$ cat src/rtl/core/dchf_pkg.sv
`default_nettype none
// ----------------------------------------------------------------------------
// dchf_pkg
// Types and codes shared by the detection confirm and hold filter.
// ----------------------------------------------------------------------------
package dchf_pkg;

  // Configuration register indexes
  localparam logic [1:0] CFG_FRAMES_TO_CONFIRM = 2'd0;
  localparam logic [1:0] CFG_MISSES_ALLOWED    = 2'd1;
  localparam logic [1:0] CFG_CONFIDENCE_FLOOR  = 2'd2;

  // Configuration reset values
  localparam logic [7:0]  FRAMES_TO_CONFIRM_RST = 8'd3;
  localparam logic [7:0]  MISSES_ALLOWED_RST    = 8'd2;
  localparam logic [15:0] CONFIDENCE_FLOOR_RST  = 16'd32768;

  // Frame modes
  localparam logic [1:0] MODE_RUN      = 2'd0;
  localparam logic [1:0] MODE_DISABLED = 2'd1;

  // Tracking stages
  localparam logic [1:0] STAGE_NONE = 2'd0;
  localparam logic [1:0] STAGE_CAND = 2'd1;
  localparam logic [1:0] STAGE_CONF = 2'd2;

  // Result status codes
  localparam logic [2:0] STATUS_IDLE     = 3'd0;
  localparam logic [2:0] STATUS_CAND     = 3'd1;
  localparam logic [2:0] STATUS_CONF     = 3'd2;
  localparam logic [2:0] STATUS_DISABLED = 3'd3;
  localparam logic [2:0] STATUS_ERROR    = 3'd4;

  localparam logic [15:0] RUN_MAX  = 16'hFFFF;
  localparam logic [7:0]  MISS_MAX = 8'hFF;

  typedef struct packed {
    logic [1:0]  frame_mode;
    logic        has_detection;
    logic [7:0]  sign_code;
    logic [15:0] label_code;
    logic [15:0] confidence;
    logic [31:0] frame_time;
    logic        frame_end;
  } in_t;

  typedef struct packed {
    logic [2:0]  track_status;
    logic [7:0]  tracked_sign;
    logic [15:0] tracked_label;
    logic [15:0] run_length;
    logic [7:0]  run_needed;
    logic [31:0] confirm_time;
    logic [31:0] seen_time;
  } out_t;

  typedef struct packed {
    logic [7:0]  frames_to_confirm;
    logic [7:0]  misses_allowed;
    logic [15:0] confidence_floor;
  } cfg_t;

  typedef struct packed {
    logic        found;
    logic [7:0]  sign;
    logic [15:0] label;
  } pick_t;

endpackage
`default_nettype wire

$ cat src/rtl/core/dchf_cfg.sv
`default_nettype none
// ----------------------------------------------------------------------------
// dchf_cfg
// Configuration register file of the filter.
// ----------------------------------------------------------------------------
module dchf_cfg (
  input  wire logic          clk_i,
  input  wire logic          rst_ni,
  input  wire logic          cfg_valid_i,
  output logic               cfg_ready_o,
  input  wire logic [1:0]    cfg_index_i,
  input  wire logic [15:0]   cfg_data_i,
  output dchf_pkg::cfg_t     cfg_o
);
  import dchf_pkg::*;

  cfg_t cfg_q;

  assign cfg_ready_o = 1'b1;
  assign cfg_o       = cfg_q;

  always_ff @(posedge clk_i or negedge rst_ni) begin
    if (!rst_ni) begin
      cfg_q.frames_to_confirm <= FRAMES_TO_CONFIRM_RST;
      cfg_q.misses_allowed    <= MISSES_ALLOWED_RST;
      cfg_q.confidence_floor  <= CONFIDENCE_FLOOR_RST;
    end else if (cfg_valid_i) begin
      case (cfg_index_i)
        CFG_FRAMES_TO_CONFIRM: cfg_q.frames_to_confirm <= cfg_data_i[7:0];
        CFG_MISSES_ALLOWED:    cfg_q.misses_allowed    <= cfg_data_i[7:0];
        CFG_CONFIDENCE_FLOOR:  cfg_q.confidence_floor  <= cfg_data_i;
        default: ;
      endcase
    end
  end

endmodule
`default_nettype wire

$ cat src/rtl/core/dchf_pick.sv
`default_nettype none
// ----------------------------------------------------------------------------
// dchf_pick
// Per-frame pick of the first usable detection.
// ----------------------------------------------------------------------------
module dchf_pick (
  input  wire logic          clk_i,
  input  wire logic          rst_ni,
  input  wire logic          adv_i,
  input  wire dchf_pkg::in_t item_i,
  input  wire logic [15:0]   floor_i,
  output dchf_pkg::pick_t    pick_o
);
  import dchf_pkg::*;

  pick_t pick_q;
  logic  usable;

  assign usable = item_i.has_detection && (item_i.sign_code != 8'd0) &&
                  (item_i.confidence >= floor_i);

  // Earliest pick wins; the current item counts when nothing is held yet.
  always_comb begin
    pick_o = pick_q;
    if (!pick_q.found && usable) begin
      pick_o.found = 1'b1;
      pick_o.sign  = item_i.sign_code;
      pick_o.label = item_i.label_code;
    end
  end

  always_ff @(posedge clk_i or negedge rst_ni) begin
    if (!rst_ni) begin
      pick_q <= '0;
    end else if (adv_i) begin
      if (item_i.frame_end) begin
        pick_q <= '0;
      end else begin
        pick_q <= pick_o;
      end
    end
  end

endmodule
`default_nettype wire

$ cat src/rtl/core/dchf_track.sv
`default_nettype none
// ----------------------------------------------------------------------------
// dchf_track
// Tracked sign state and frame-end result formation.
// ----------------------------------------------------------------------------
module dchf_track (
  input  wire logic            clk_i,
  input  wire logic            rst_ni,
  input  wire logic            end_i,
  input  wire logic [1:0]      mode_i,
  input  wire logic [31:0]     now_i,
  input  wire dchf_pkg::pick_t pick_i,
  input  wire dchf_pkg::cfg_t  cfg_i,
  output dchf_pkg::out_t       res_o
);
  import dchf_pkg::*;

  logic [1:0]  stage_q, stage_d;
  logic [7:0]  sign_q, sign_d;
  logic [15:0] label_q, label_d;
  logic [15:0] run_q, run_d;
  logic [31:0] ctime_q, ctime_d;
  logic [31:0] stime_q, stime_d;
  logic [7:0]  miss_q, miss_d;

  logic [2:0]  status;
  logic [15:0] run_inc;
  logic [15:0] ftc_ext;
  logic [7:0]  miss_inc;
  logic        tracked;

  assign ftc_ext  = {8'd0, cfg_i.frames_to_confirm};
  assign run_inc  = (run_q == RUN_MAX) ? RUN_MAX : run_q + 16'd1;
  assign miss_inc = (miss_q == MISS_MAX) ? MISS_MAX : miss_q + 8'd1;

  always_comb begin
    stage_d = stage_q;
    sign_d  = sign_q;
    label_d = label_q;
    run_d   = run_q;
    ctime_d = ctime_q;
    stime_d = stime_q;
    miss_d  = miss_q;
    status  = STATUS_IDLE;

    if (mode_i != MODE_RUN) begin
      // Disabled or error: drop all tracking.
      stage_d = STAGE_NONE;
      sign_d  = '0;
      label_d = '0;
      run_d   = '0;
      ctime_d = '0;
      stime_d = '0;
      miss_d  = '0;
      status  = (mode_i == MODE_DISABLED) ? STATUS_DISABLED : STATUS_ERROR;
    end else if (!pick_i.found) begin
      if (stage_q != STAGE_NONE && miss_inc <= cfg_i.misses_allowed) begin
        miss_d = miss_inc;
        status = {1'b0, stage_q};
      end else begin
        stage_d = STAGE_NONE;
        sign_d  = '0;
        label_d = '0;
        run_d   = '0;
        ctime_d = '0;
        stime_d = '0;
        miss_d  = '0;
      end
    end else if (stage_q != STAGE_NONE && sign_q == pick_i.sign &&
                 label_q == pick_i.label) begin
      miss_d  = '0;
      stime_d = now_i;
      if (stage_q == STAGE_CONF) begin
        run_d = (run_inc > ftc_ext) ? run_inc : ftc_ext;
        if (ctime_q == 32'd0) begin
          ctime_d = now_i;
        end
      end else if (run_inc >= ftc_ext) begin
        run_d   = run_inc;
        stage_d = STAGE_CONF;
        ctime_d = now_i;
      end else begin
        run_d   = run_inc;
        ctime_d = '0;
      end
      status = {1'b0, stage_d};
    end else begin
      // New sign: start over.
      miss_d  = '0;
      sign_d  = pick_i.sign;
      label_d = pick_i.label;
      stime_d = now_i;
      if (cfg_i.frames_to_confirm <= 8'd1) begin
        stage_d = STAGE_CONF;
        run_d   = ftc_ext;
        ctime_d = now_i;
      end else begin
        stage_d = STAGE_CAND;
        run_d   = 16'd1;
        ctime_d = '0;
      end
      status = {1'b0, stage_d};
    end
  end

  assign tracked = (status == STATUS_CAND) || (status == STATUS_CONF);

  always_comb begin
    res_o.track_status  = status;
    res_o.tracked_sign  = tracked ? sign_d  : '0;
    res_o.tracked_label = tracked ? label_d : '0;
    res_o.run_length    = tracked ? run_d   : '0;
    res_o.run_needed    = tracked ? cfg_i.frames_to_confirm : '0;
    res_o.confirm_time  = (status == STATUS_CONF) ? ctime_d : '0;
    res_o.seen_time     = tracked ? stime_d : '0;
  end

  always_ff @(posedge clk_i or negedge rst_ni) begin
    if (!rst_ni) begin
      stage_q <= STAGE_NONE;
      sign_q  <= '0;
      label_q <= '0;
      run_q   <= '0;
      ctime_q <= '0;
      stime_q <= '0;
      miss_q  <= '0;
    end else if (end_i) begin
      stage_q <= stage_d;
      sign_q  <= sign_d;
      label_q <= label_d;
      run_q   <= run_d;
      ctime_q <= ctime_d;
      stime_q <= stime_d;
      miss_q  <= miss_d;
    end
  end

endmodule
`default_nettype wire

$ cat src/rtl/core/detection_confirm_hold_filter.sv
`default_nettype none
// ----------------------------------------------------------------------------
// detection_confirm_hold_filter
// Frame-based sign tracker with confirmation and miss hold-off.
// ----------------------------------------------------------------------------
// The filter takes one detection transaction per cycle. Each transaction is
// captured in an input register; the next cycle the pick logic and the track
// update run as one short combinational pass, and a frame-end transaction
// loads its result into the output register as it leaves the input register,
// where the result is then offered to the consumer until taken. Throughput
// is one transaction per cycle; the only throttle is the output register: a
// frame-end transaction waits in the input register, and stalls the input
// behind it, while an earlier result is still held by a stalled consumer.
// Non-end transactions never wait on the output register.
// Only frame-end transactions produce a result. Write the configuration
// registers only while no transaction is in flight.
// ----------------------------------------------------------------------------
module detection_confirm_hold_filter (
  input  wire logic          clk_i,
  input  wire logic          rst_ni,
  // detection input
  input  wire logic          in_valid_i,
  output logic               in_ready_o,
  input  wire dchf_pkg::in_t in_data_i,
  // result output
  output logic               out_valid_o,
  input  wire logic          out_ready_i,
  output dchf_pkg::out_t     out_data_o,
  // configuration writes
  input  wire logic          cfg_valid_i,
  output logic               cfg_ready_o,
  input  wire logic [1:0]    cfg_index_i,
  input  wire logic [15:0]   cfg_data_i
);
  import dchf_pkg::*;

  in_t   in_q;
  logic  in_vld_q;
  out_t  out_q;
  logic  out_vld_q;

  cfg_t  cfg;
  pick_t pick;
  out_t  res;
  logic  adv;
  logic  end_adv;

  // Advance the held transaction unless it needs the output register and
  // that register is still occupied.
  assign adv     = in_vld_q && (!in_q.frame_end || !out_vld_q || out_ready_i);
  assign end_adv = adv && in_q.frame_end;

  assign in_ready_o  = !in_vld_q || adv;
  assign out_valid_o = out_vld_q;
  assign out_data_o  = out_q;

  dchf_cfg u_cfg (
    .clk_i       (clk_i),
    .rst_ni      (rst_ni),
    .cfg_valid_i (cfg_valid_i),
    .cfg_ready_o (cfg_ready_o),
    .cfg_index_i (cfg_index_i),
    .cfg_data_i  (cfg_data_i),
    .cfg_o       (cfg)
  );

  dchf_pick u_pick (
    .clk_i   (clk_i),
    .rst_ni  (rst_ni),
    .adv_i   (adv),
    .item_i  (in_q),
    .floor_i (cfg.confidence_floor),
    .pick_o  (pick)
  );

  dchf_track u_track (
    .clk_i  (clk_i),
    .rst_ni (rst_ni),
    .end_i  (end_adv),
    .mode_i (in_q.frame_mode),
    .now_i  (in_q.frame_time),
    .pick_i (pick),
    .cfg_i  (cfg),
    .res_o  (res)
  );

  // Input register: capture a new transaction whenever the slot frees up.
  always_ff @(posedge clk_i or negedge rst_ni) begin
    if (!rst_ni) begin
      in_vld_q <= 1'b0;
    end else if (in_ready_o) begin
      in_vld_q <= in_valid_i;
    end
  end

  always_ff @(posedge clk_i) begin
    if (in_ready_o && in_valid_i) begin
      in_q <= in_data_i;
    end
  end

  // Output register: load on frame end, drop once the consumer takes it.
  always_ff @(posedge clk_i or negedge rst_ni) begin
    if (!rst_ni) begin
      out_vld_q <= 1'b0;
    end else if (end_adv) begin
      out_vld_q <= 1'b1;
    end else if (out_ready_i) begin
      out_vld_q <= 1'b0;
    end
  end

  always_ff @(posedge clk_i) begin
    if (end_adv) begin
      out_q <= res;
    end
  end

endmodule
`default_nettype wire

$ cat config.mk
export PLATFORM = sky130hd
export DESIGN_NAME = detection_confirm_hold_filter
export DESIGN_NICKNAME = d
export VERILOG_FILES = /design/src/rtl/core/dchf_pkg.sv /design/src/rtl/core/dchf_cfg.sv /design/src/rtl/core/dchf_pick.sv /design/src/rtl/core/dchf_track.sv /design/src/rtl/core/detection_confirm_hold_filter.sv
export SDC_FILE = /design/constraint.sdc
export NUM_CORES = 1
export LEC_CHECK = 0
export BUFFER_PORTS_ARGS = -buffer_cell sky130_fd_sc_hd__buf_2
export CELL_PAD_IN_SITES_DETAIL_PLACEMENT = 1
export CELL_PAD_IN_SITES_GLOBAL_PLACEMENT = 2
export CORE_MARGIN = 2
export CORE_UTILIZATION = 39
export CTS_CLUSTER_DIAMETER = 40
export DETAILED_ROUTE_END_ITERATION = 12
export PLACE_DENSITY = 0.87
export SETUP_SLACK_MARGIN = 0.05
export SYNTH_ARGS = -nofsm -noshare
export SYNTH_HDL_FRONTEND = slang
export SYNTH_SLANG_ARGS = --single-unit
$ cat constraint.sdc
create_clock -name clk_i -period 5.3 [get_ports clk_i]
set_input_delay 0.53 -clock clk_i [delete_from_list [all_inputs] [get_ports clk_i]]
set_output_delay 0.53 -clock clk_i [all_outputs]
set_load 0.01 [all_outputs]
# == After elaboration in Yosys (flattened, before gate mapping) ==
# Cells that the tools add are included.
# op_classes
addsub,2
magnitude_cmp,5
eq_ne,11
n_mux,47
n_reduce_logical,27
# ops
op,n
32-bit 2-to-1 mux,11
16-bit 2-to-1 mux,11
8-bit 2-to-1 mux,9
25-bit 2-to-1 mux,2
32-bit zero test,1
2-bit 2-to-1 mux,9
"16-bit by 1-bit adder with 16-bit output, second input constant",1
16-bit equality test,1
"16-bit equality test, second input constant",1
16-bit greater-or-equal comparator,1
16-bit by 8-bit greater-or-equal comparator with 1-bit output,1
16-bit by 8-bit > comparator with 1-bit output,1
1-bit logical AND,9
3-bit 2-to-1 mux,3
"8-bit by 1-bit adder with 8-bit output, second input constant",1
8-bit equality test,1
"8-bit equality test, second input constant",1
"8-bit by 1-bit <= comparator with 1-bit output, second input constant",1
8-bit <= comparator,1
2-bit AND reduction,4
8-bit nonzero test,1
2-bit nonzero test,3
"2-bit by 1-bit equality test with 1-bit output, second input constant",2
"2-bit equality test, second input constant",2
other kinds (7),14
# totals
reg_bits,364
input_bits,99
out_inout_bits,118
word_cells,121

# == Longest topological paths before layout ==
# logic_depth
word_depth,13
ltp_mapped,19
depth_no_buf,16

# == Hierarchy ==
# Synthesis repeated with hierarchy kept, for this count alone.
# hier_totals
cells_unflattened,1318
area_unflattened_um2,16414.5
# by_module_without_submodules
module,n_inst,cells_each,area_each_um2
dchf_track,1,826,7314.5
detection_confirm_hold_filter,1,201,5841.9
dchf_pick,1,221,2019.4
dchf_cfg,1,70,1238.7

# == Worst setup path before layout ==
# Ideal clock, no wire load.
# synth_timing
path_kind,input to register
startpoint,in out_ready_i
endpoint,"reg out_q, in the netlist out_data_o[0] (enable)"
setup_ps,525
arrival_ps,4264
path_slack_ps,512
stages,5
path_buffers,1
path_cell_list,o31ai_1 inv_1 nand2_1 inv_1 clkbuf_1
# synth_via
elab_chain_len,3
# synth_lines
item,line,source
from (decl),detection_confirm_hold_filter.sv:27,"input wire logic out_ready_i,"
1-bit logical OR,detection_confirm_hold_filter.sv:50,assign adv = in_vld_q && (!in_q.frame_end || !out_vld_q || out_ready_i);
1-bit logical AND,detection_confirm_hold_filter.sv:50,
1-bit logical AND,detection_confirm_hold_filter.sv:51,assign end_adv = adv && in_q.frame_end;
net end_adv,detection_confirm_hold_filter.sv:46,logic end_adv;
to (signal assigned),detection_confirm_hold_filter.sv:115,out_q <= res;
to (decl),detection_confirm_hold_filter.sv:39,out_t out_q;
# The timed path passes the listed nets, and every way through them passes these cells.
# A chain may end at the register's enable or synchronous reset.

# == Worst setup path after layout ==
# layout_timing
startpoint,reg in_q[35] (netlist name)
endpoint,"reg out_q, in the netlist out_data_o[88], data pin"
# layout_via
elab_chain_len,12
# layout_lines
item,line,source
from (decl),detection_confirm_hold_filter.sv:37,in_t in_q;
from (signal assigned),detection_confirm_hold_filter.sv:98,in_q <= in_data_i;
16-bit greater-or-equal comparator (*),dchf_pick.sv:20,(item_i.confidence >= floor_i);
1-bit logical AND (*),dchf_pick.sv:19,assign usable = item_i.has_detection && (item_i.sign_code != 8'd0) &&
1-bit logical AND (*),dchf_pick.sv:25,if (!pick_q.found && usable) begin
25-bit 2-to-1 mux (*),dchf_pick.sv:25,
8-bit equality test,dchf_track.sv:69,end else if (stage_q != STAGE_NONE && sign_q == pick_i.sign &&
1-bit logical AND (2 in series),dchf_track.sv:69,
2-bit 2-to-1 mux,dchf_track.sv:69,
3-bit 2-to-1 mux,dchf_track.sv:56,end else if (!pick_i.found) begin
3-bit 2-to-1 mux,dchf_track.sv:46,if (mode_i != MODE_RUN) begin
3-bit by 1-bit equality test with 1-bit output or 3-bit by 2-bit equality test with 1-bit output (tied branches),dchf_track.sv:106,assign tracked = (status == STATUS_CAND) || (status == STATUS_CONF);
1-bit logical OR,dchf_track.sv:106,
# Mark *: on every way between the ends. The rest lies on a longest branch, timed or not.

==> results.cfg <==
[detailed_routing]
dr.pass1.iters = 5
drtAntennaViolNets = 0
wl_per_cell_um = 21.9
totalWireLength_um = 47300
vias = 11900
drt_iter0_drc = 762
routed_via_density = 5.49
drc = 0

[floorplanning]
core-area_um2 = 40900
initial_core_util_pct = 39.6
rows = 74
die-height_um = 208
die_area_um2 = 43200
io_pins = 217
die-width_um = 208

[clock_tree]
cts_made_buffers = 51
clockBufferDepth = 3
cts_root_buf = clkbuf_16
clk_latency_ns = 0.60
cts_tree = built
clock_sinks = 364
clkTransAtPathRegs_ns = 0.06
htreeDepth = 2

[critical_path]
cp-startpoint = in_q[35]
cp_max_fo = 66
critPathKind = register to register
cp.required_ns = 5.61
critPathSlowestCell = or4_1
worstPathArrival_ns = 5.31
reg2reg_from = in_q[35]
end_kind = register
cpPeakStageDelay_ns = 0.62
start_kind = register
path_cells = ha_1 -> o21ai_0 -> a211o_1 -> o41ai_1 -> o311a_4 -> buf_4 -> mux2i_1 -> o221ai_1 -> or4_1 -> nor2b_1 -> o31ai_4 -> xor2_4 -> buf_12 -> nor2_1
r2r_setup_slack_ns = 0.30

[yosys]
synthArstFlopShare_pct = 47.5
synthFlopType = edfxtp_1
synth_cell_types = 63
synth_edf_count = 191
syn-cell-area_um2 = 16200
synthesis.nets = 1487
synth.yosys.seq_area_share_pct = 62.1
synth_seq_cells = 364
ys_warn_count = 0
avgSynthCellArea_um2 = 12.0
synth_cells = 1354

[sta]
tightest_slew_ns = 0.940
max_freq_ghz = 0.200
final-hold-violation-count = 0
min_period_ns = 5.00
finalCritPeriodShare_pct = 94.3
setup_violations = 0
rsz0062_at_grt = no
drv_slew = 0
slew_headroom_pct = 37.1
finalClockSkew_ns = 0.0309
tns_ns = 0

[grt]
use_met1_pct = 29.4
grtUsageMet2_pct = 35.9
grt_first_pass_wirelength_um = 74500
met3_usage_pct = 3.97
grtUsageTotal_pct = 21.9
antenna_found_initial = 3
globalRouteOverflowTotal = 0
grt_pass1_vias = 12700
grt_max_degree = 70
grt.busiest_layer = met2

[layout]
final_common_cell = buf_2
layout.nets = 1716
drive_above_1_share_pct = 24.5
layout_common_cells = 214 x buf_2, 191 x edfxtp_1, 169 x dfrtp_1
multi_input_area_um2 = 5570
num-fill-cells = 4365
syn_to_final_growth_pct = 21.7
seq_area_um2 = 10100

[pwr]
p_leak_nw = 8.27
pwr_density_cell_nw_per_um2 = 401
total_power_mw = 7.92
ir_worst_vdd_mv = 0.232

[outcome]
outcome = complete, no violations

[min_path]
worstHoldPathType = input port to register
min-delay-start = in_data_i[68]

[place]
gp_congestion = 0.854
port_buffers = 215
hpwl_um = 31400

[flow_run]
maxCapViolCount = 0
-- layer usage --
layer	part of all wire [%]	vias to the layer above
met1	44	5999
met5	0.034	-
met4	2.7	2
met2	48	313
li1	-	5471
met3	4.9	84
-- logic make-up after synthesis --
group | count (synthesis) | synth area share (%)
adders and majority gates | 34 | 2.62
DFF | 364 | 62.1
and+or+nand+nor | 380 | 10.9
other | 1 | 0.0231
muxes | 61 | 4.00
AOI/OAI and AO/OA | 340 | 14.8
buffers and inverters | 144 | 3.82
xor gates and xnor gates | 30 | 1.74
-- power breakdown --
group          switching [mW]  total [mW]  internal, mW
Clock                    1.42        3.52          2.11
Sequential              0.145        3.34          3.20
Combinational           0.672        1.06         0.383
-- timing repair --
action | CTS | global route
setup buffers | 0 | 8
gates resized for setup | 0 | 1
endpoints found under the hold margin | 59 | 0
endpoints found under the setup margin | 0 | 66
hold buffers | 1 | 0
-- synth_stat cells, drive strengths merged, types with 12 or more instances --
master | count | area share [%]
clkbuf | 62 | 1.4
mux2 | 28 | 1.9
nand2 | 85 | 2.0
dfrtp | 169 | 26
buf | 21 | 0.97
nand2b | 14 | 0.59
mux2i | 33 | 2.1
o21ai | 59 | 1.8
nor3 | 35 | 1.1
ha | 34 | 2.6
edfxtp | 191 | 35
nand3 | 19 | 0.59
nor2 | 148 | 3.4
a22oi | 66 | 3.1
xor2 | 23 | 1.4
nor4 | 16 | 0.62
inv | 61 | 1.4
a21oi | 61 | 1.9
o22ai | 14 | 0.54
a21o | 12 | 0.56
nand4 | 17 | 0.66
a22o | 67 | 3.6
nor2b | 12 | 0.46
o2bb2ai | 24 | 1.3
-- final timing paths --
path	cells after the start	to
max	14	out_data_o[88]
min	1	in_q[68]
max reg2reg	14	out_data_o[88]
min reg2reg	2	u_track.stime_q[31]
max in group asynchronous	3	u_track.run_q[1]
min in group asynchronous	2	u_cfg.cfg_o[12]
-- worst max-delay path: cells and delay by family, from the launching register on --
family,cells,cell delay (ns)
AOI/OAI and AO/OA,6,1.85
and+or+nand+nor,3,1.04
buffers and inverters,2,0.49
DFF,1,0.39
muxes,1,0.38
adders and majority gates,1,0.31
xor gates and xnor gates,1,0.21
-- final cells by class --
| type | instances | area share [%] |
|---|---|---|
| diodes | 2 | 0.0254 |
| clock buffers | 57 | 6.74 |
| well taps | 532 | 3.37 |
| repair buffers | 259 | 7.29 |
| inverters | 61 | 1.17 |
| multi-input cells | 846 | 28.2 |
| clock inverters | 39 | 2.19 |
| flip-flops and latches | 364 | 51.0 |
-- state kept, by name (all words and copies together), names as in the netlist, 2 cells and up --
register and count:
u_track.ctime_q 32, u_track.label_q 16, u_track.miss_q 8, u_cfg.cfg_o 32, u_track.run_q 16, u_track.stage_q 2, u_track.sign_q 8, in_q 76
out_data_o 115, u_pick.pick_q 25, u_track.stime_q 32
-- per-stage QoR --
step	cell area (um2)	hold slack [ns]	instances	util (%)	setup WS, ns
global placement	17900	0.463	2053	43.7	0.560
finish	19700	0.103	2160	48.2	0.301
floorplan	16200	0.234	1354	-	0.512
CTS	19700	0.0743	2150	48.1	0.289
detailed placement	17900	0.474	2053	43.7	0.332
global route	19700	0.0738	2160	48.2	0.0590
Power figures use the tool's default switching activity.
